==> src/sv/ntc_pkg.sv <==
// Shared constants, types and log table for the NTC Beta temperature unit.
// No dependencies.
`default_nettype none

package ntc_pkg;

  localparam int unsigned FracBitsDefault = 16;
  localparam int unsigned XW = 37;  // resistance product width
  localparam int unsigned QB = 17;  // quotient bits of the divider row
  localparam int unsigned TabN = 17;

  localparam logic [63:0] Nano = 64'd1000000000;
  localparam logic signed [17:0] OutMax = 18'sd99999;
  localparam logic signed [17:0] OutErr = -18'sd99900;
  localparam logic [16:0] ZeroCCenti = 17'd27315;
  localparam logic [16:0] TkMax = 17'd127314;

  typedef enum logic [2:0] {
    RegSupply = 3'd0,
    RegFixedR = 3'd1,
    RegRefR   = 3'd2,
    RegRefT   = 3'd3,
    RegBeta   = 3'd4
  } ntc_reg_e;

  typedef struct packed {
    logic fault;
    logic sat;
  } ntc_flags_t;

  // ln(1+k/16) in units of 1e-9
  localparam logic [31:0] LnTabNano [TabN] = '{
    32'd0, 32'd60624622, 32'd117783036, 32'd171850257, 32'd223143551,
    32'd271933715, 32'd318453731, 32'd362905494, 32'd405465108,
    32'd446287103, 32'd485507816, 32'd523248144, 32'd559615788,
    32'd594707108, 32'd628608659, 32'd661398482, 32'd693147181
  };

  function automatic logic [63:0] nano_fx(int unsigned idx, int unsigned fb);
    logic [63:0] n;
    n = 64'(LnTabNano[idx]);
    return ((n << fb) + (Nano >> 1)) / Nano;
  endfunction

endpackage

`default_nettype wire

==> src/sv/ntc_div_cell.sv <==
// One restoring-division cell: resolves one quotient bit and hands the
// partial remainder to the next cell. Uses ntc_pkg.
`default_nettype none

module ntc_div_cell import ntc_pkg::*; #(
  parameter int unsigned RW = 54,
  parameter int unsigned DW = 39,
  parameter int unsigned J  = 0
) (
  input  logic          clk_i,
  input  logic          rst_ni,
  input  logic          adv_i,
  input  logic          valid_i,
  input  logic [RW-1:0] rem_i,
  input  logic [DW-1:0] dn_i,
  input  logic [QB-1:0] q_i,
  input  ntc_flags_t    flg_i,
  output logic          valid_o,
  output logic [RW-1:0] rem_o,
  output logic [DW-1:0] dn_o,
  output logic [QB-1:0] q_o,
  output ntc_flags_t    flg_o
);

  localparam int unsigned CW = RW + 1;

  logic [CW-1:0] trial_w;
  logic          ge_w;

  assign trial_w = CW'(dn_i) << J;
  assign ge_w    = CW'(rem_i) >= trial_w;

  always_ff @(posedge clk_i or negedge rst_ni) begin
    if (!rst_ni) begin
      valid_o <= 1'b0;
    end else if (adv_i) begin
      valid_o <= valid_i;
    end
  end

  always_ff @(posedge clk_i) begin
    if (adv_i) begin
      rem_o <= ge_w ? rem_i - trial_w[RW-1:0] : rem_i;
      dn_o  <= dn_i;
      q_o   <= {q_i[QB-2:0], ge_w};
      flg_o <= flg_i;
    end
  end

endmodule

`default_nettype wire
==> config.mk <==
export PLATFORM = sky130hd
export DESIGN_NAME = ntc_div_cell
export DESIGN_NICKNAME = d
export VERILOG_FILES = /design/src/sv/ntc_pkg.sv /design/src/sv/ntc_div_cell.sv
export SDC_FILE = /design/constraint.sdc
export NUM_CORES = 1
export LEC_CHECK = 0
export BUFFER_PORTS_ARGS = -buffer_cell sky130_fd_sc_hd__buf_2
export CORE_UTILIZATION = 46
export DETAILED_ROUTE_END_ITERATION = 10
export HOLD_SLACK_MARGIN = 0.15
export PLACE_DENSITY = 0.77
export SETUP_SLACK_MARGIN = 0.2
export SLEW_MARGIN = 10
export SYNTH_ARGS = -nofsm -noshare
export SYNTH_HDL_FRONTEND = slang
export SYNTH_SLANG_ARGS = --single-unit
==> constraint.sdc <==
create_clock -name clk_i -period 0.8 [get_ports clk_i]
set_input_delay 0.16 -clock clk_i [delete_from_list [all_inputs] [get_ports clk_i]]
set_output_delay 0.16 -clock clk_i [all_outputs]
set_load 0.02 [all_outputs]
* Yosys cells after proc, flatten, opt, wreduce, memory -nomap -nowiden
Cells that the tools add are included.
Storage, ports and cells: bits in writable memories 0, output and inout port bits 113, input bits 116, register bits 113, memories kept 0, bits in latches 0, ROM bits 0, logic and storage cells 9
Operators by class: shifts and indexed selects 0, equal/unequal tests 0, reduce and logical (&&, ||, !) cells 0, divide/modulo/power cells 0, add/subtract/negate cells 1, multiply operators 0, muxes and demuxes 1, bitwise gates (word level) 0, order comparisons 1
Operators by type and width (count):
- $ge 54x39->1 | 1
- $mux 54 | 1
- $sub 54x39->54 | 1

* Logic depth before layout (Yosys ltp)
depth after elaboration 2, gate-level depth with buffers 14, depth with buffers taken out 13

* Least setup slack after synthesis
Ideal clock, no wire load.
kind input to register, start input rem_i[0], end register rem_o[50] (data pin), buffers on the path 0, library setup time 0.258 ns, data arrival time 2.649 ns, slack -2.107 ns, data required time 0.542 ns, stages 13, path through inv_1 -> ha_1 -> inv_1 -> fa_1 -> a21o_1 -> a221o_1 -> a21oi_4 -> o221ai_4 -> a21oi_2 -> o31ai_2 -> a2111oi_4 -> nand3_1 -> xnor2_1
Between the ends: longest elaborated chain between the ends 2, elaborated cells on any way between the ends 3, classes of those cells add/sub (1); order compare (1); mux (1)
Ends and longest elaborated chain:
- start, declared | RTL line ntc_div_cell.sv:14 | input logic [RW-1:0] rem_i,
- $sub 54x39->54 / $ge 54x39->1 (equally long branches) | RTL line ntc_div_cell.sv:43, ntc_div_cell.sv:31
- $mux 54 (*) | RTL line ntc_div_cell.sv:43 | rem_o <= ge_w ? rem_i - trial_w[RW-1:0] : rem_i;
- end signal, assigned | RTL line ntc_div_cell.sv:43
- end, declared | RTL line ntc_div_cell.sv:19 | output logic [RW-1:0] rem_o,
Mark *: on every way between the ends. The rest lies on a longest branch, timed or not. A chain may end at the register's enable or synchronous reset.

* Worst setup path after layout
start input rem_i[0], end register rem_o[1] (data pin)
Same word-level chain as after synthesis.

==> flow_metrics.tcl <==
set metrics [dict create \
    switching_share_pct 30.17 \
    final.setup.tns_ns -128.99 \
    share_of_async_settable_or_async_resettable_flops_after_synthesis_pct 0.8850 \
    clock_tree.htree_level_count 4 \
    final_wirelength_um 24950 \
    number_of_buffers_on_the_longest_clock_path 2 \
    hold_viol_final 52 \
    finClkSkew_ns 0 \
    gpl.final_weighted_congestion 0.8881 \
    global_route.usage.total_pct 30.06 \
    vias_in_the_first_global_route 6921 \
    clock_power_share_pct 32.6 \
    maxClockFrequency_mhz 387.5 \
    cts_hold_buf 1 \
    total_vias_in_the_final_route 7018 \
    synthDominantCellAreaShare_pct 50.27 \
    drt_drc_violations_left 0 \
    synth-edff-count 112 \
    failing_checks "negative hold slack, negative setup slack" \
    synth_fp_nets 776 \
    utilization_pct 85.07 \
    switching_power_mw 6.632 \
    final_layout_size_suffix_gt1_share_pct 57.34 \
    cp.required_ns 0.97 \
    syn_to_final_growth_pct 78.55 \
    worst-r2r-setup-slack_ns 0.02 \
    setup_viol_count_final 168 \
    numClockSinks 113 \
    hold_sp "q_i[8]" \
    clock_network_latency_to_the_later_pin_of_the_worst_skew_pair_ns 0.42 \
    timing.critical_path.from_type "primary input" \
    via_per_inst 5.491 \
    worstPathArrival_ns 2.75 \
    syn_area_per_cell_um2 10.79 \
    path_max_fanout 7 \
    holdWs_ns -0.08992 \
    nFillCells 675 \
    rr_endpoint "valid_o$_DFFE_PN0P_" \
    hp-class "in -> reg" \
    share_seq_of_total_power_pct 34.8 \
    seq_area_frac_synth_pct 50.65 \
    first_pass_iters 5 \
    final-max-slew-violation-count 0 \
    crit_type "in -> reg" \
    boundaryPins 229 \
    antenna_found_initial 1 \
    p_comb_share_pct 32.5 \
    period_minus_slack_ns 2.581 \
    end_kind "flop" \
    cts-root-buf "clkbuf_16" \
    detail_route.iter0.violations 435 \
    grt_pass1_wl_um 34020 \
    postSynth.topFlopCell "edfxtp_1" \
    finish.cell_count_without_fillers 1278 \
    synth.cell_area_um2 6690 \
    global_route.overflow_total 0 \
    initial_core_util_pct 47.64 \
    worst_slew_margin_rel_pct 68.59 \
    yosys.area.top_type "edfxtp_1" \
    die_width_um 122.6 \
    pwr_density_cell_nw_per_um2 1840 \
    core_region_area_um2 14040 \
    tritoncts "built" \
    maximum_number_of_pins_on_one_net_before_global_route_repair 49 \
    dieArea_um2 15030 \
    leakage_nw 5.259 \
    synth_cells 620 \
    rr_startpoint "valid_o$_DFFE_PN0P_" \
    place.detailed.instances 1207 \
    vdd_ir_drop_max_v 0.001490 \
    die_height_um 122.6 \
    internal_power_mw 15.35 \
    yosys-top-cells-area "edfxtp_1 50%, ha_1 7.3%, a21oi_1 5.8%" \
    reg2regPathDepth 1 \
    drt-wirelength-per-cell_um 19.52 \
    clkTransAtPathRegs_ns 0.06 \
    run_status "finished, violations left" \
    design.final.nets 1240 \
    postSynthRegisterBits 113 \
    cap_viol_max_count 0 \
    yosys_warnings 0 \
    hold_depth 1 \
    fp-row-count 43 \
    unique_masters_post_synth 68 \
    tritoncts.num_buffers 17 \
    port-buffer-count 227 \
    final_antenna_net_count 0 \
    finalCritPeriodShare_pct 322.6 \
    worstMarginPinSlew_ns 0.4669 \
    hold_path_end "q_o[9]$_DFFE_PP_" \
    detailed_place_hpwl_um 14800 \
    grt_setup_unrepaired "yes" \
    final.setup.worst_slack_ns -1.781 \
]
worst max path at each step:
| stage | from | to | slack [ns] | cells past startpoint |
|---|---|---|---|---|
| 2_1_floorplan | rem_i[0] | rem_o[50]$_DFFE_PP_ | -1.99 | 13 |
| 3_3_place_gp | dn_i[9] | rem_o[41]$_DFFE_PP_ | -2.38 | 14 |
| 3_5_place_dp | dn_i[9] | rem_o[37]$_DFFE_PP_ | -2.43 | 13 |
| 4_1_cts | rem_i[0] | rem_o[46]$_DFFE_PP_ | -1.72 | 16 |
| 5_1_grt | dn_i[4] | rem_o[41]$_DFFE_PP_ | -1.87 | 15 |
| 6_report | rem_i[0] | rem_o[1]$_DFFE_PP_ | -1.78 | 14 |
metal layers:
| metal | global-route usage (%) | share of wire, % | up-vias |
|---|---|---|---|
| met5 | 0 | 0 | - |
| met4 | 12.65 | 4.0 | 0 |
| met3 | 7.621 | 6.5 | 92 |
| met2 | 53.90 | 53 | 367 |
| met1 | 33.64 | 37 | 3377 |
| li1 | - | - | 3182 |
cell families (layout without fill, tap and decap cells):
| kind of cell | after synthesis | after routing | synth area share [%] |
|---|---|---|---|
| other cells | 0 | 1 | 0 |
| compound gates | 161 | 161 | 15.73 |
| flops | 113 | 113 | 50.65 |
| fa+ha+maj | 40 | 40 | 7.593 |
| buf+inv | 80 | 557 | 5.592 |
| simple gates | 168 | 168 | 12.44 |
| xor+xnor | 50 | 50 | 6.546 |
| mux | 8 | 8 | 1.459 |
flip-flops by register name, indices dropped and copies added, names as in the netlist:
| register | flops |
|---|---|
| valid_o | 1 |
| flg_o | 2 |
| rem_o | 54 |
| dn_o | 39 |
| q_o | 17 |
stage by stage:
step / setup slack (ns) / cell area [um^2] / total power [mW]
after floorplan: -1.989 / 6895 / 10.66
after global placement: -2.380 / 9688 / 13.13
after detailed placement: -2.430 / 9688 / 13.27
after CTS: -1.724 / 11170 / 20.87
after global routing: -1.870 / 11940 / 22.69
final: -1.781 / 11950 / 21.98
synthesized netlist by cell type, drive strengths merged, types with 9 or more instances:
| cell | instances |
|---|---|
| xnor2 | 39 |
| xor2 | 11 |
| o21ai | 26 |
| nor4 | 9 |
| ha | 39 |
| nand2 | 40 |
| edfxtp | 112 |
| nand3 | 15 |
| inv | 54 |
| nor2 | 57 |
| nand4 | 16 |
| a21o | 14 |
| buf | 17 |
| a21oi | 81 |
| clkbuf | 9 |
placed cells by master, fill, tap and decap left out, drive strengths merged, types with 6 or more instances in the layout:
master / count
buf: 466
nand3: 15
nor2: 57
nor4: 9
xor2: 11
o21ai: 26
xnor2: 39
nand2: 40
clkbuf: 23
inv: 57
ha: 39
nand2b: 6
a21oi: 81
a21o: 14
nand4: 16
mux2: 8
edfxtp: 112
cell type report:
cell class	count	area [um^2]	area share, %
timing repair buffer	468	3913	32.75
multi-input combinational	427	3591	30.06
sequential	113	3390	28.38
clock buffer	22	464.2	3.886
inverter	54	232.7	1.948
tap	180	225.2	1.885
clock inverter	10	87.58	0.7332
timing repair inverter	3	40.04	0.3352
antenna	1	2.502	0.02095
power by group through the flow:
stage,Combinational (mW),Clock [mW],Sequential (mW)
global route,7.56,7.44,7.70
finish,7.15,7.17,7.66
detailed placement,5.65,0,7.62
floorplan,2.18,0,8.48
global placement,5.53,0,7.60
CTS,6.23,7.10,7.55
critical path, cell delays in order:
cell	delay, ns
buf_12	0.12
inv_12	0.04
ha_4	0.14
inv_2	0.04
fa_2	0.33
a21o_1	0.18
a221o_1	0.38
a21oi_4	0.19
o221ai_4	0.16
a21oi_2	0.20
o21a_4	0.27
buf_4	0.16
buf_6	0.09
mux2_4	0.28
timing repair:
item / in CTS / in global routing
buffers inserted: 20 / 8
cloned: 8 / 1
resized for setup: 152 / 181
pin swaps: 31 / 19
endpoints found under the setup margin: 169 / 169
hold endpoints to repair: 86 / 82
Note: power is estimated with default switching activity, not from simulation.
