File: src/sv/ntc_pkg.sv
// Shared constants, types and log table for the NTC Beta temperature unit.
// No dependencies.
`default_nettype none

package ntc_pkg;

  localparam int unsigned FracBitsDefault = 16;
  localparam int unsigned XW = 37;  // resistance product width
  localparam int unsigned QB = 17;  // quotient bits of the divider row
  localparam int unsigned TabN = 17;

  localparam logic [63:0] Nano = 64'd1000000000;
  localparam logic signed [17:0] OutMax = 18'sd99999;
  localparam logic signed [17:0] OutErr = -18'sd99900;
  localparam logic [16:0] ZeroCCenti = 17'd27315;
  localparam logic [16:0] TkMax = 17'd127314;

  typedef enum logic [2:0] {
    RegSupply = 3'd0,
    RegFixedR = 3'd1,
    RegRefR   = 3'd2,
    RegRefT   = 3'd3,
    RegBeta   = 3'd4
  } ntc_reg_e;

  typedef struct packed {
    logic fault;
    logic sat;
  } ntc_flags_t;

  // ln(1+k/16) in units of 1e-9
  localparam logic [31:0] LnTabNano [TabN] = '{
    32'd0, 32'd60624622, 32'd117783036, 32'd171850257, 32'd223143551,
    32'd271933715, 32'd318453731, 32'd362905494, 32'd405465108,
    32'd446287103, 32'd485507816, 32'd523248144, 32'd559615788,
    32'd594707108, 32'd628608659, 32'd661398482, 32'd693147181
  };

  function automatic logic [63:0] nano_fx(int unsigned idx, int unsigned fb);
    logic [63:0] n;
    n = 64'(LnTabNano[idx]);
    return ((n << fb) + (Nano >> 1)) / Nano;
  endfunction

endpackage

`default_nettype wire

File: src/sv/ntc_ln.sv
// Four-stage fixed-point natural log: leading-one search, normalize,
// table lookup with interpolation product, final add. Uses ntc_pkg.
`default_nettype none

module ntc_ln import ntc_pkg::*; #(
  parameter int unsigned FRAC_BITS = FracBitsDefault
) (
  input  logic                 clk_i,
  input  logic                 adv_i,
  input  logic [XW-1:0]        x_i,
  output logic [FRAC_BITS+4:0] ln_o
);

  localparam int unsigned LW = FRAC_BITS + 5;
  localparam int unsigned TW = FRAC_BITS;
  localparam int unsigned PW = 2 * FRAC_BITS;

  logic [TW-1:0] tab_w [TabN];

  for (genvar g = 0; g < TabN; g++) begin : g_tab
    localparam logic [63:0] TabVal = nano_fx(g, FRAC_BITS);
    assign tab_w[g] = TabVal[TW-1:0];
  end

  // stage a: leading one
  logic [5:0]    e_w;
  logic [XW-1:0] x_q;
  logic [5:0]    e_q;

  always_comb begin
    e_w = 6'd0;
    for (int i = 0; i < XW; i++) begin
      if (x_i[i]) e_w = 6'(i);
    end
  end

  // stage b: normalize
  logic [XW-1:0]        xn_w;
  logic [5:0]           e2_q;
  logic [3:0]           idx_q;
  logic [FRAC_BITS-1:0] rem_q;

  assign xn_w = x_q << (6'(XW - 1) - e_q);

  // stage c: lookup and interpolation product
  logic [TW-1:0] a_w, b_w;
  logic [LW-1:0] base_q;
  logic [PW-1:0] prod_q;

  assign a_w = tab_w[{1'b0, idx_q}];
  assign b_w = tab_w[{1'b0, idx_q} + 5'd1];

  // stage d: sum
  logic [LW-1:0] ln_q;

  always_ff @(posedge clk_i) begin
    if (adv_i) begin
      x_q    <= x_i;
      e_q    <= e_w;
      e2_q   <= e_q;
      idx_q  <= xn_w[XW-2 -: 4];
      rem_q  <= xn_w[XW-6 -: FRAC_BITS];
      base_q <= LW'(e2_q) * LW'(tab_w[TabN-1]) + LW'(a_w);
      prod_q <= PW'(b_w - a_w) * PW'(rem_q);
      ln_q   <= base_q + LW'(prod_q >> FRAC_BITS);
    end
  end

  assign ln_o = ln_q;

endmodule

`default_nettype wire

File: config.mk
export PLATFORM = sky130hd
export DESIGN_NAME = ntc_ln
export DESIGN_NICKNAME = d
export VERILOG_FILES = /design/src/sv/ntc_pkg.sv /design/src/sv/ntc_ln.sv
export SDC_FILE = /design/constraint.sdc
export NUM_CORES = 1
export LEC_CHECK = 0
export BUFFER_PORTS_ARGS = -buffer_cell sky130_fd_sc_hd__buf_2
export CORE_ASPECT_RATIO = 1.2
export CORE_MARGIN = 2
export CORE_UTILIZATION = 35
export DETAILED_ROUTE_END_ITERATION = 8
export GPL_ROUTABILITY_DRIVEN = 0
export PLACE_DENSITY_LB_ADDON = 0.12
export SLEW_MARGIN = 20
export SYNTH_ARGS = -nofsm -noshare
export SYNTH_HDL_FRONTEND = slang
export SYNTH_SLANG_ARGS = --single-unit
File: constraint.sdc
create_clock -name clk_i -period 10 [get_ports clk_i]
set_clock_uncertainty 0.05 [all_clocks]
set_input_delay 3 -clock clk_i [delete_from_list [all_inputs] [get_ports clk_i]]
set_output_delay 3 -clock clk_i [all_outputs]
set_load 0.01 [all_outputs]
* After elaboration in Yosys (flattened, before gate mapping)
Memories as Yosys holds them, arrays and structs flattened. Index checks and enable logic that the tools add are counted.
Word-level totals: memory bits (read-only) 1024, word-level logic and storage cells 63, output and inout bits 21, memories kept 2, register bits after elaboration 143, input bits 39
Memory list:
- (no name shown) | depth 32, width 16, rd ports 1, clocked after memory_dff 0, write ports 0, RTL line ntc_ln.sv:51 | assign b_w = tab_w[{1'b0, idx_q} + 5'd1];
- (no name shown) | depth 32, width 16, rd ports 1, clocked after memory_dff 0, write ports 0, RTL line ntc_ln.sv:50 | assign a_w = tab_w[{1'b0, idx_q}];
Operators by class: reduce and logical (&&, ||, !) cells 1, multiplexer cells 39, bitwise operators 2, multiply operators 2, $lt $le $gt $ge 2, shifts and indexed selects 1, $add $sub $neg 5
Operators with widths (count):
- 6-bit 2-to-1 mux | 29
- 16-bit 2-to-1 mux | 4
- 21-bit by 16-bit adder with 21-bit output | 2
- 37-bit by 6-bit left shift with 36-bit output | 1
- 17-bit by 17-bit multiplier with 32-bit output | 1
- 6-bit by 15-bit multiplier with 20-bit output (second input constant) | 1
- 16-bit by 16-bit subtractor with 17-bit output | 1
- 6-bit greater-or-equal comparator (second input constant) | 2
- 3-bit 2-to-1 mux | 4
- 4-bit inverter with 6-bit output | 1
- 5-bit inverter with 6-bit output | 1
- 6-bit subtractor (first input constant) | 1
- 4-bit by 1-bit adder with 5-bit output (second input constant) | 1
- 5-bit OR reduction | 1
- 2-bit 2-to-1 mux | 1
- 1-bit 2-to-1 mux | 1

* Longest topological paths before layout
Gate-level depths: netlist (run 1).
depth in word-level cells 35, depth in mapped cells 39, depth with buffers taken out 38

* Least setup slack after synthesis (run 1)
Ideal clock, no wire load.
kind reg-to-reg, start register idx_q[0], end register prod_q[31], data pin, path buffers 3, arrival time 9112 ps, slack 580 ps, data required time 9692 ps, cell stages (with the launch flop) 34, path through edfxtp_1 > clkbuf_1 > clkinv_1 > ha_1 > nand2_1 > o221ai_1 > ha_1 > inv_1 > fa_1 > a211oi_1 > o21ai_0 > nand3_1 > nand4b_1 > a31o_2 > a21oi_1 > clkbuf_1 > nand2_1 > inv_1 > fa_1 > fa_1 > clkbuf_1 > xor2_1 > xnor2_1 > fa_1 > fa_1 > inv_1 > fa_1 > inv_1 > ha_1 > or4_1 > o221a_4 > or4_4 > a31o_1 > xnor2_1
Between the ends: elaborated cells on any way between the ends 11, those cells by class add/sub: 2; mul: 1; mux: 4; bitwise: 2; memory: 2
RTL lines:
- start, declared | RTL line ntc_ln.sv:40 | logic [3:0] idx_q;
- start signal, assigned | RTL line ntc_ln.sv:61 | idx_q <= xn_w[XW-2 -: 4];
- 4-bit inverter with 6-bit output (implied by the code) | RTL line ntc_ln.sv:50
- memory read 32 x 16 bit
- 16-bit 2-to-1 mux (implied by the code) (2 in series) | RTL line ntc_ln.sv:50
- named net a_w[0] | RTL line ntc_ln.sv:46 | logic [TW-1:0] a_w, b_w;
- 16-bit by 16-bit subtractor with 17-bit output | RTL line ntc_ln.sv:64 | prod_q <= PW'(b_w - a_w) * PW'(rem_q);
- 17-bit by 17-bit multiplier with 32-bit output | RTL line ntc_ln.sv:64
- end signal, assigned | RTL line ntc_ln.sv:64
- end, declared | RTL line ntc_ln.sv:48 | logic [PW-1:0] prod_q;
The timed path passes the listed nets, and every way through them passes these cells. The select of a mux whose other input is x is not followed. A chain may end at the register's enable or synchronous reset.

* Worst setup path in the final report (run 1)
start register idx_q[1], end register prod_q[31], data pin
Between the ends: longest elaborated chain between the ends 7, elaborated cells on any way between the ends 11, those cells by class add/sub: 2; mul: 1; mux: 4; bitwise: 2; memory: 2
Ends and longest elaborated chain (RTL line):
- 4-bit by 1-bit adder with 5-bit output | ntc_ln.sv:51
- 5-bit inverter with 6-bit output (implied by the code) | ntc_ln.sv:51
- memory read 32 x 16 bit
- 16-bit 2-to-1 mux (implied by the code) (2 in series) | ntc_ln.sv:51
- 16-bit by 16-bit subtractor with 17-bit output (*) | ntc_ln.sv:64
- 17-bit by 17-bit multiplier with 32-bit output (*) | ntc_ln.sv:64
Every way passes the cells marked *; elsewhere a longest branch is shown, timed or not. The select of a mux whose other input is x is not followed.

==> results of run 1 <==
-- per-stage QoR --
step           worst slack [ns]  hold WS, ns  util, %
6_report                  0.437        0.444     39.0
5_1_grt                 0.00760        0.462     39.0
4_1_cts                  0.0301        0.446     38.9
3_5_place_dp             0.0521        0.432     37.8
3_3_place_gp              0.192        0.429     37.8
2_1_floorplan             0.580        0.371        -
-- logic make-up (layout without fill, tap and decap cells) --
kind of cell    count (synthesis)  after routing  synth area share [%]
compound gates                324            324                  10.1
buf+inv                       507            561                  9.22
flops                         126            126                  18.3
simple gates                  669            669                  15.7
mux                            61             61                  4.64
fa+ha+maj                     456            456                  37.6
xor+xnor                      104            104                  4.40
-- metal layers --
metal | vias to the layer above | GRT usage, %
li1 | 7431 | -
met1 | 7724 | 23.7
met2 | 248 | 34.3
met3 | 50 | 1.72
met4 | 0 | 4.39
met5 | - | 0
-- path summary, 6_finish.rpt --
path	slack, ns	endpoint	cells past startpoint	start
worst max-delay path	0.44	prod_q[31]$_DFFE_PP_	37	idx_q[1]$_DFFE_PP_
worst min-delay path	0.44	e2_q[1]$_DFFE_PP_	0	e_q[1]$_SDFFCE_PP0P_
worst max register to register	0.44	prod_q[31]$_DFFE_PP_	37	idx_q[1]$_DFFE_PP_
worst min register to register	0.44	e2_q[1]$_DFFE_PP_	0	e_q[1]$_SDFFCE_PP0P_
-- flip-flops by register name, summed over array words and instances (netlist names) --
signal  count
base_q     21
e2_q        6
e_q         6
idx_q       4
ln_o       21
prod_q     16
rem_q      16
x_q        36
-- cells in the final DEF, fill, tap and decap left out, types with 14 or more instances in the layout --
cell type,instances
a21oi_1,87
nor2b_1,43
mux2i_1,25
nor4_1,17
ha_1,177
nor2_1,127
and2_1,119
mux4_2,27
nand2b_1,21
xor2_1,26
a211oi_1,31
nand2_1,229
edfxtp_1,126
inv_1,409
buf_2,58
fa_1,277
nand3_1,36
nor3_1,24
nand4_1,14
a31oi_1,14
o21ai_0,65
xnor2_1,73
buf_4,58
clkbuf_16,17
o211ai_1,16
-- timing repair --
action / 4_1_cts / 5_1_grt
gates resized for setup: 0 / 18
endpoints found under the setup margin: 0 / 13
buffers inserted: 0 / 6
-- final cells by class --
| class | instances | area [sq um] | share of cell area, % |
|---|---|---|---|
| Multi-Input combinational cell | 1614 | 15100 | 66.2 |
| Sequential cell | 126 | 3780 | 16.6 |
| Inverter | 410 | 1540 | 6.75 |
| Clock buffer | 18 | 429 | 1.88 |
| Tap cell | 792 | 991 | 4.35 |
| Clock inverter | 14 | 189 | 0.829 |
| Timing Repair Buffer | 119 | 768 | 3.37 |
==> out/metrics.cfg, run 1 <==
[cells_and_area]
finalInstanceArea_sq_um = 22800
nFillCells = 5880
num-nets-final = 2783
syn2layout_area_growth_pct = 10.1
drive_above_1_share_pct = 9.60
diodes = 0
instances_no_fill = 3093

[clock_tree]
clockBufferDepth = 2
htree_levels = 4
clkSlewWorstSetupHoldPaths_ns = 0.06
hold_buffers = 0
insertion_delay_ns = 0.45
root_buffer = clkbuf_16
cts_tree = done
cts_buffers = 17
clock_sinks = 126

[yosys]
ys_ff_latch = 126
netlist_area_sq_um = 20700
async_flop_share_pct = 0
syn_nets = 2742
ys_types = 68
synth_area_leader_cell = fa_1
synth_area_leaders = fa_1 (27%), edfxtp_1 (18%), ha_1 (11%)
synth_top_area_share_pct = 26.8
ys_warn_count = 0
synth_edf_count = 126
seq_area_frac_synth_pct = 18.3
synthTopCellsByCount = inv_1 (409), fa_1 (277), nand2_1 (229)
syn-instance-count = 2247
syn_area_per_cell_sq_um = 9.21
synth_most_common_cell = inv_1
synth_flop_cell = edfxtp_1

[timing]
slew_headroom_pct = 23.7
tns_ns = 0
setup_viol = 0
worst_pin_slew_ns = 1.14
finalMaxSlewViolations = 0
fin_crit_sh_pct = 95.6
max_clock_freq_mhz = 105
hold_viol_final = 0
rsz0062_at_grt = false
fin_crit_ns = 9.56

[die]
die_area_sq_um = 61100
initial_core_util_pct = 35.5
row_count = 97
die_h_microns = 270
pin_count = 60
die_w_microns = 226
core_area_sq_um = 58400

[worst_setup_path]
crit_path_top_delay_cell = fa_1
startpoint_type = flip-flop
endpoint_kind = flip-flop
crit_required_ns = 10.14
cp_top_family = adder cells
critPathBufInv = 7
worstPathMaxFanout = 10
cp.arrival_ns = 9.70
worst-setup-path-type = reg -> reg
slowest_delay_ns = 0.54
crit_top_cell = fa_1

[routing]
drt-pass1-iter-count = 5
via_count = 15453
remaining_drc_errors = 0
wl_met1_mm = 23.5
dr_wl_met3_mm = 1.57
post_drt_via_cell_ratio = 5.00
top_layer = met4
wl_met2_mm = 29.1
ant_nets = 0
drt_iter0_drc = 958
wl_mm = 55.0
avgRoutedWirePerCell_microns = 17.8

[grt]
grt_max_degree = 78
gr-total-overflow = 0
grtUsageTotal_pct = 18.8
grt_first_pass_wirelength_mm = 89.0
antenna_found_initial = 2
grt_pass1_vias = 16057

[place]
dp.cells = 3055
dp_hpwl_mm = 44.1
placed_cell_area_sq_um = 22100
port_buffers = 59

[worst_hold_path]
min_path_type = reg -> reg

[flow_run]
cap_violations = 0

[run_status]
status = finished, final reports clean

Power of run 1 is not shown: default switching activity piles up to over one toggle a cycle in this logic, so the estimate is an artifact.
==> inputs of run 2 (changes only) <==
--- a/config.mk
+++ b/config.mk
@@ -7,7 +7,7 @@
 export LEC_CHECK = 0
 export BUFFER_PORTS_ARGS = -buffer_cell sky130_fd_sc_hd__buf_2
 export CORE_ASPECT_RATIO = 1.2
-export CORE_MARGIN = 2
+export CORE_MARGIN = 4
 export CORE_UTILIZATION = 35
 export DETAILED_ROUTE_END_ITERATION = 8
 export GPL_ROUTABILITY_DRIVEN = 0
==> out/metrics.cfg, run 2 (same netlist as run 1, synthesis figures left out) <==
[run_status]
status = finished, final reports clean

[clock_tree]
hold_buffers = 0
insertion_delay_ns = 0.45
htree_levels = 4
clockBufferDepth = 2
clock_sinks = 126
cts_tree = done
cts_buffers = 17
clkSlewWorstSetupHoldPaths_ns = 0.07
root_buffer = clkbuf_16

[grt]
grt_max_degree = 73
antenna_found_initial = 0
grt_first_pass_wirelength_mm = 87.5
gr-total-overflow = 0
grt_pass1_vias = 16176
grtUsageTotal_pct = 17.6

[die]
die_h_microns = 274
row_count = 97
die_area_sq_um = 63100
initial_core_util_pct = 35.4
die_w_microns = 230
pin_count = 60
core_area_sq_um = 58500

[routing]
ant_nets = 0
via_count = 15530
remaining_drc_errors = 0
avgRoutedWirePerCell_microns = 17.6
drt_iter0_drc = 764
drt-pass1-iter-count = 6
post_drt_via_cell_ratio = 5.01
wl_mm = 54.4

[flow_run]
cap_violations = 0

[timing]
worst_pin_slew_ns = 1.08
finalMaxSlewViolations = 0
tns_ns = 0
slew_headroom_pct = 28.2
max_clock_freq_mhz = 104
setup_viol = 0
fin_crit_ns = 9.58
worst_hold_slack_ns = 0.453
fin_crit_sh_pct = 95.8
hold_viol_final = 0

[place]
port_buffers = 59
dp.cells = 3055
dp_hpwl_mm = 44.5

[cells_and_area]
largest_register = x_q
drive_above_1_share_pct = 10.2
num-nets-final = 2788
final_common_cell = inv_1
layout_common_cells = inv_1 (409), fa_1 (276), nand2_1 (229), ha_1 (177), nor2_1 (127)
nFillCells = 5953
instances_no_fill = 3099
fin_util_pct = 39.1
largest_reg_flops = 36
syn2layout_area_growth_pct = 10.5

[worst_setup_path]
startpoint_type = flip-flop
worst-setup-path-type = reg -> reg
slowest_delay_ns = 0.55
endpoint_kind = flip-flop
crit_top_cell = fa_1
cp.arrival_ns = 9.72
crit_required_ns = 10.14
worstPathMaxFanout = 16
crit_path_top_delay_cell = fa_1

[worst_hold_path]
min_path_type = reg -> reg

## run 2: path summary, 6_finish.rpt
| check | startpoint | endpoint | slack, ns | cells past startpoint |
|---|---|---|---|---|
| max | idx_q[0]$_DFFE_PP_ | prod_q[31]$_DFFE_PP_ | 0.42 | 35 |
| min | e_q[1]$_SDFFCE_PP0P_ | e2_q[1]$_DFFE_PP_ | 0.45 | 0 |
| max reg2reg | idx_q[0]$_DFFE_PP_ | prod_q[31]$_DFFE_PP_ | 0.42 | 35 |
| min reg2reg | e_q[1]$_SDFFCE_PP0P_ | e2_q[1]$_DFFE_PP_ | 0.45 | 0 |
## run 2: stage by stage
| stage | instance area (sq um) | setup slack (ns) |
|---|---|---|
| 6_report | 22900 | 0.415 |
| 5_1_grt | 22900 | -0.00164 |
| 4_1_cts | 22700 | 0.0729 |
| 3_5_place_dp | 22100 | 0.0885 |
| 3_3_place_gp | 22100 | 0.197 |
| 2_1_floorplan | 20700 | 0.580 |
## run 2: area by class of cell
class	count	area (sq um)	area share, %
Clock buffer	17	425	1.86
Timing Repair Buffer	124	802	3.51
Tap cell	792	991	4.33
Clock inverter	15	176	0.772
Multi-Input combinational cell	1614	15100	66.2
Inverter	410	1540	6.73
Sequential cell	126	3780	16.5
Antenna cell	1	2.50	0.0109
## run 2: metal layers
layer / GRT usage [%] / routed length (microns) / vias up
met5: 0 / 0 / -
met4: 5.73 / 1700 / 0
met3: 2.12 / 1870 / 76
met2: 31.8 / 28100 / 321
met1: 21.8 / 22800 / 7670
li1: - / - / 7463
## run 2: what timing repair did
item	CTS	global route
setup buffers	0	11
gates resized for setup	0	27
setup endpoints to repair	0	11
## run 2: critical path, delay by kind of cell, from the launching register on
kind / cells / cell delay [ns]
AO/OA/AOI/OAI: 9 / 1.67
XOR/XNOR: 1 / 0.12
adder cells (fa/ha/maj): 9 / 3.95
buffers and inverters: 8 / 0.92
flip-flops: 1 / 0.44
AND/OR/NAND/NOR: 8 / 2.18
Power of run 2 is left out for the same reason.
==> inputs of run 3 (changes only) <==
--- a/config.mk
+++ b/config.mk
@@ -8,7 +8,7 @@
 export BUFFER_PORTS_ARGS = -buffer_cell sky130_fd_sc_hd__buf_2
 export CORE_ASPECT_RATIO = 1.2
 export CORE_MARGIN = 4
-export CORE_UTILIZATION = 35
+export CORE_UTILIZATION = 50
 export DETAILED_ROUTE_END_ITERATION = 8
 export GPL_ROUTABILITY_DRIVEN = 0
 export PLACE_DENSITY_LB_ADDON = 0.12
==> out/metrics.cfg, run 3 (same netlist as run 1, synthesis figures left out) <==
[clock_tree]
cts_tree = done
clockBufferDepth = 2
cts_buffers = 17
hold_buffers = 0
htree_levels = 4
clock_sinks = 126
clkSlewWorstSetupHoldPaths_ns = 0.06
root_buffer = clkbuf_16
insertion_delay_ns = 0.45

[cells_and_area]
final_common_cell = inv_1
finalInstanceArea_sq_um = 22400
fin_util_pct = 54.9
largest_register = x_q
num-nets-final = 2780
diodes = 0
syn2layout_area_growth_pct = 8.23
largest_reg_flops = 36
drive_above_1_share_pct = 9.57
instances_no_fill = 2837
layout_common_cells = inv_1 (409), fa_1 (277), nand2_1 (229), ha_1 (178), nor2_1 (127)

[routing]
avgRoutedWirePerCell_microns = 18.0
drt_iter0_drc = 911
via_count = 15815
remaining_drc_errors = 0
wl_mm = 51.0
post_drt_via_cell_ratio = 5.57
ant_nets = 0
drt-pass1-iter-count = 7

[worst_hold_path]
min_path_type = reg -> reg
worstHoldStart = e_q[1]$_SDFFCE_PP0P_
whs_path_depth = 0

[worst_setup_path]
slowest_delay_ns = 0.53
critPathLaunch = idx_q[0]$_DFFE_PP_
startpoint_type = flip-flop
reg2reg_from = idx_q[0]$_DFFE_PP_
worstPathMaxFanout = 13
crit_path_top_delay_cell = fa_1
cp.arrival_ns = 9.74
reg2reg_depth = 36
crit_top_cell = fa_1
endpoint_kind = flip-flop
worst-setup-path-type = reg -> reg
crit_required_ns = 10.13

[grt]
gr-total-overflow = 0
antenna_found_initial = 0
grt_max_degree = 68
grtUsageTotal_pct = 23.3
grt_pass1_vias = 16332
grt_first_pass_wirelength_mm = 83.4

[run_status]
status = finished, final reports clean

[timing]
slew_headroom_pct = 32.2
fin_crit_sh_pct = 96.1
fin_crit_ns = 9.61
max_clock_freq_mhz = 104
finalMaxSlewViolations = 0
hold_viol_final = 0
setup_ws_ns = 0.389
worst_pin_slew_ns = 1.02
setup_viol = 0

[die]
initial_core_util_pct = 50.7
row_count = 81
die_area_sq_um = 44700
core_area_sq_um = 40800
pin_count = 60
die_h_microns = 231
die_w_microns = 194

[place]
dp_slack_ns = -0.0621
port_buffers = 59
placed_cell_area_sq_um = 21700
dp.cells = 2800
dp_hpwl_mm = 41.0

[flow_run]
cap_violations = 0

[run 3: what timing repair did]
action,in CTS,in global routing
endpoints found under the hold margin,0,0
endpoints found under the setup margin,1,7
buffers inserted,0,5
pin swaps,0,4
gates resized for setup,1,20
[run 3: routing by layer]
metal | share of wire [%] | vias to the layer above | global-route usage (%)
met5 | 0 | - | 0
met4 | 4.6 | 0 | 10.8
met3 | 4.1 | 132 | 3.21
met2 | 51 | 414 | 40.9
li1 | - | 7428 | -
met1 | 40 | 7841 | 28.4
[run 3: stage by stage]
step | setup TNS [ns] | hold slack [ns]
after floorplan | 0 | 0.371
after global placement | 0 | 0.411
after detailed placement | -0.0621 | 0.420
after CTS | 0 | 0.434
after global routing | -0.00418 | 0.456
final | 0 | 0.426
[run 3: final timing paths]
check             slack [ns]                   end
setup / recovery        0.39  prod_q[31]$_DFFE_PP_
hold / removal          0.43     e2_q[1]$_DFFE_PP_
setup reg to reg        0.39  prod_q[31]$_DFFE_PP_
hold reg to reg         0.43     e2_q[1]$_DFFE_PP_
[run 3: final cells by class]
type	instances	area [sq um]
clock buffer	17	425
clock inverter	15	138
fill	3768	18400
inverter	410	1540
multi-input combinational	1614	15100
sequential	126	3780
tap	539	674
timing repair buffer	116	729
[run 3: worst max-delay path: cells and delay by family (launching register included)]
family          cells  cell delay [ns]
fa+ha+maj          10             4.22
compound gates     11             2.28
simple gates        7             1.53
xor+xnor            2             0.27
buf+inv             6             0.49
flops               1             0.47
Power of run 3 is left out for the same reason.
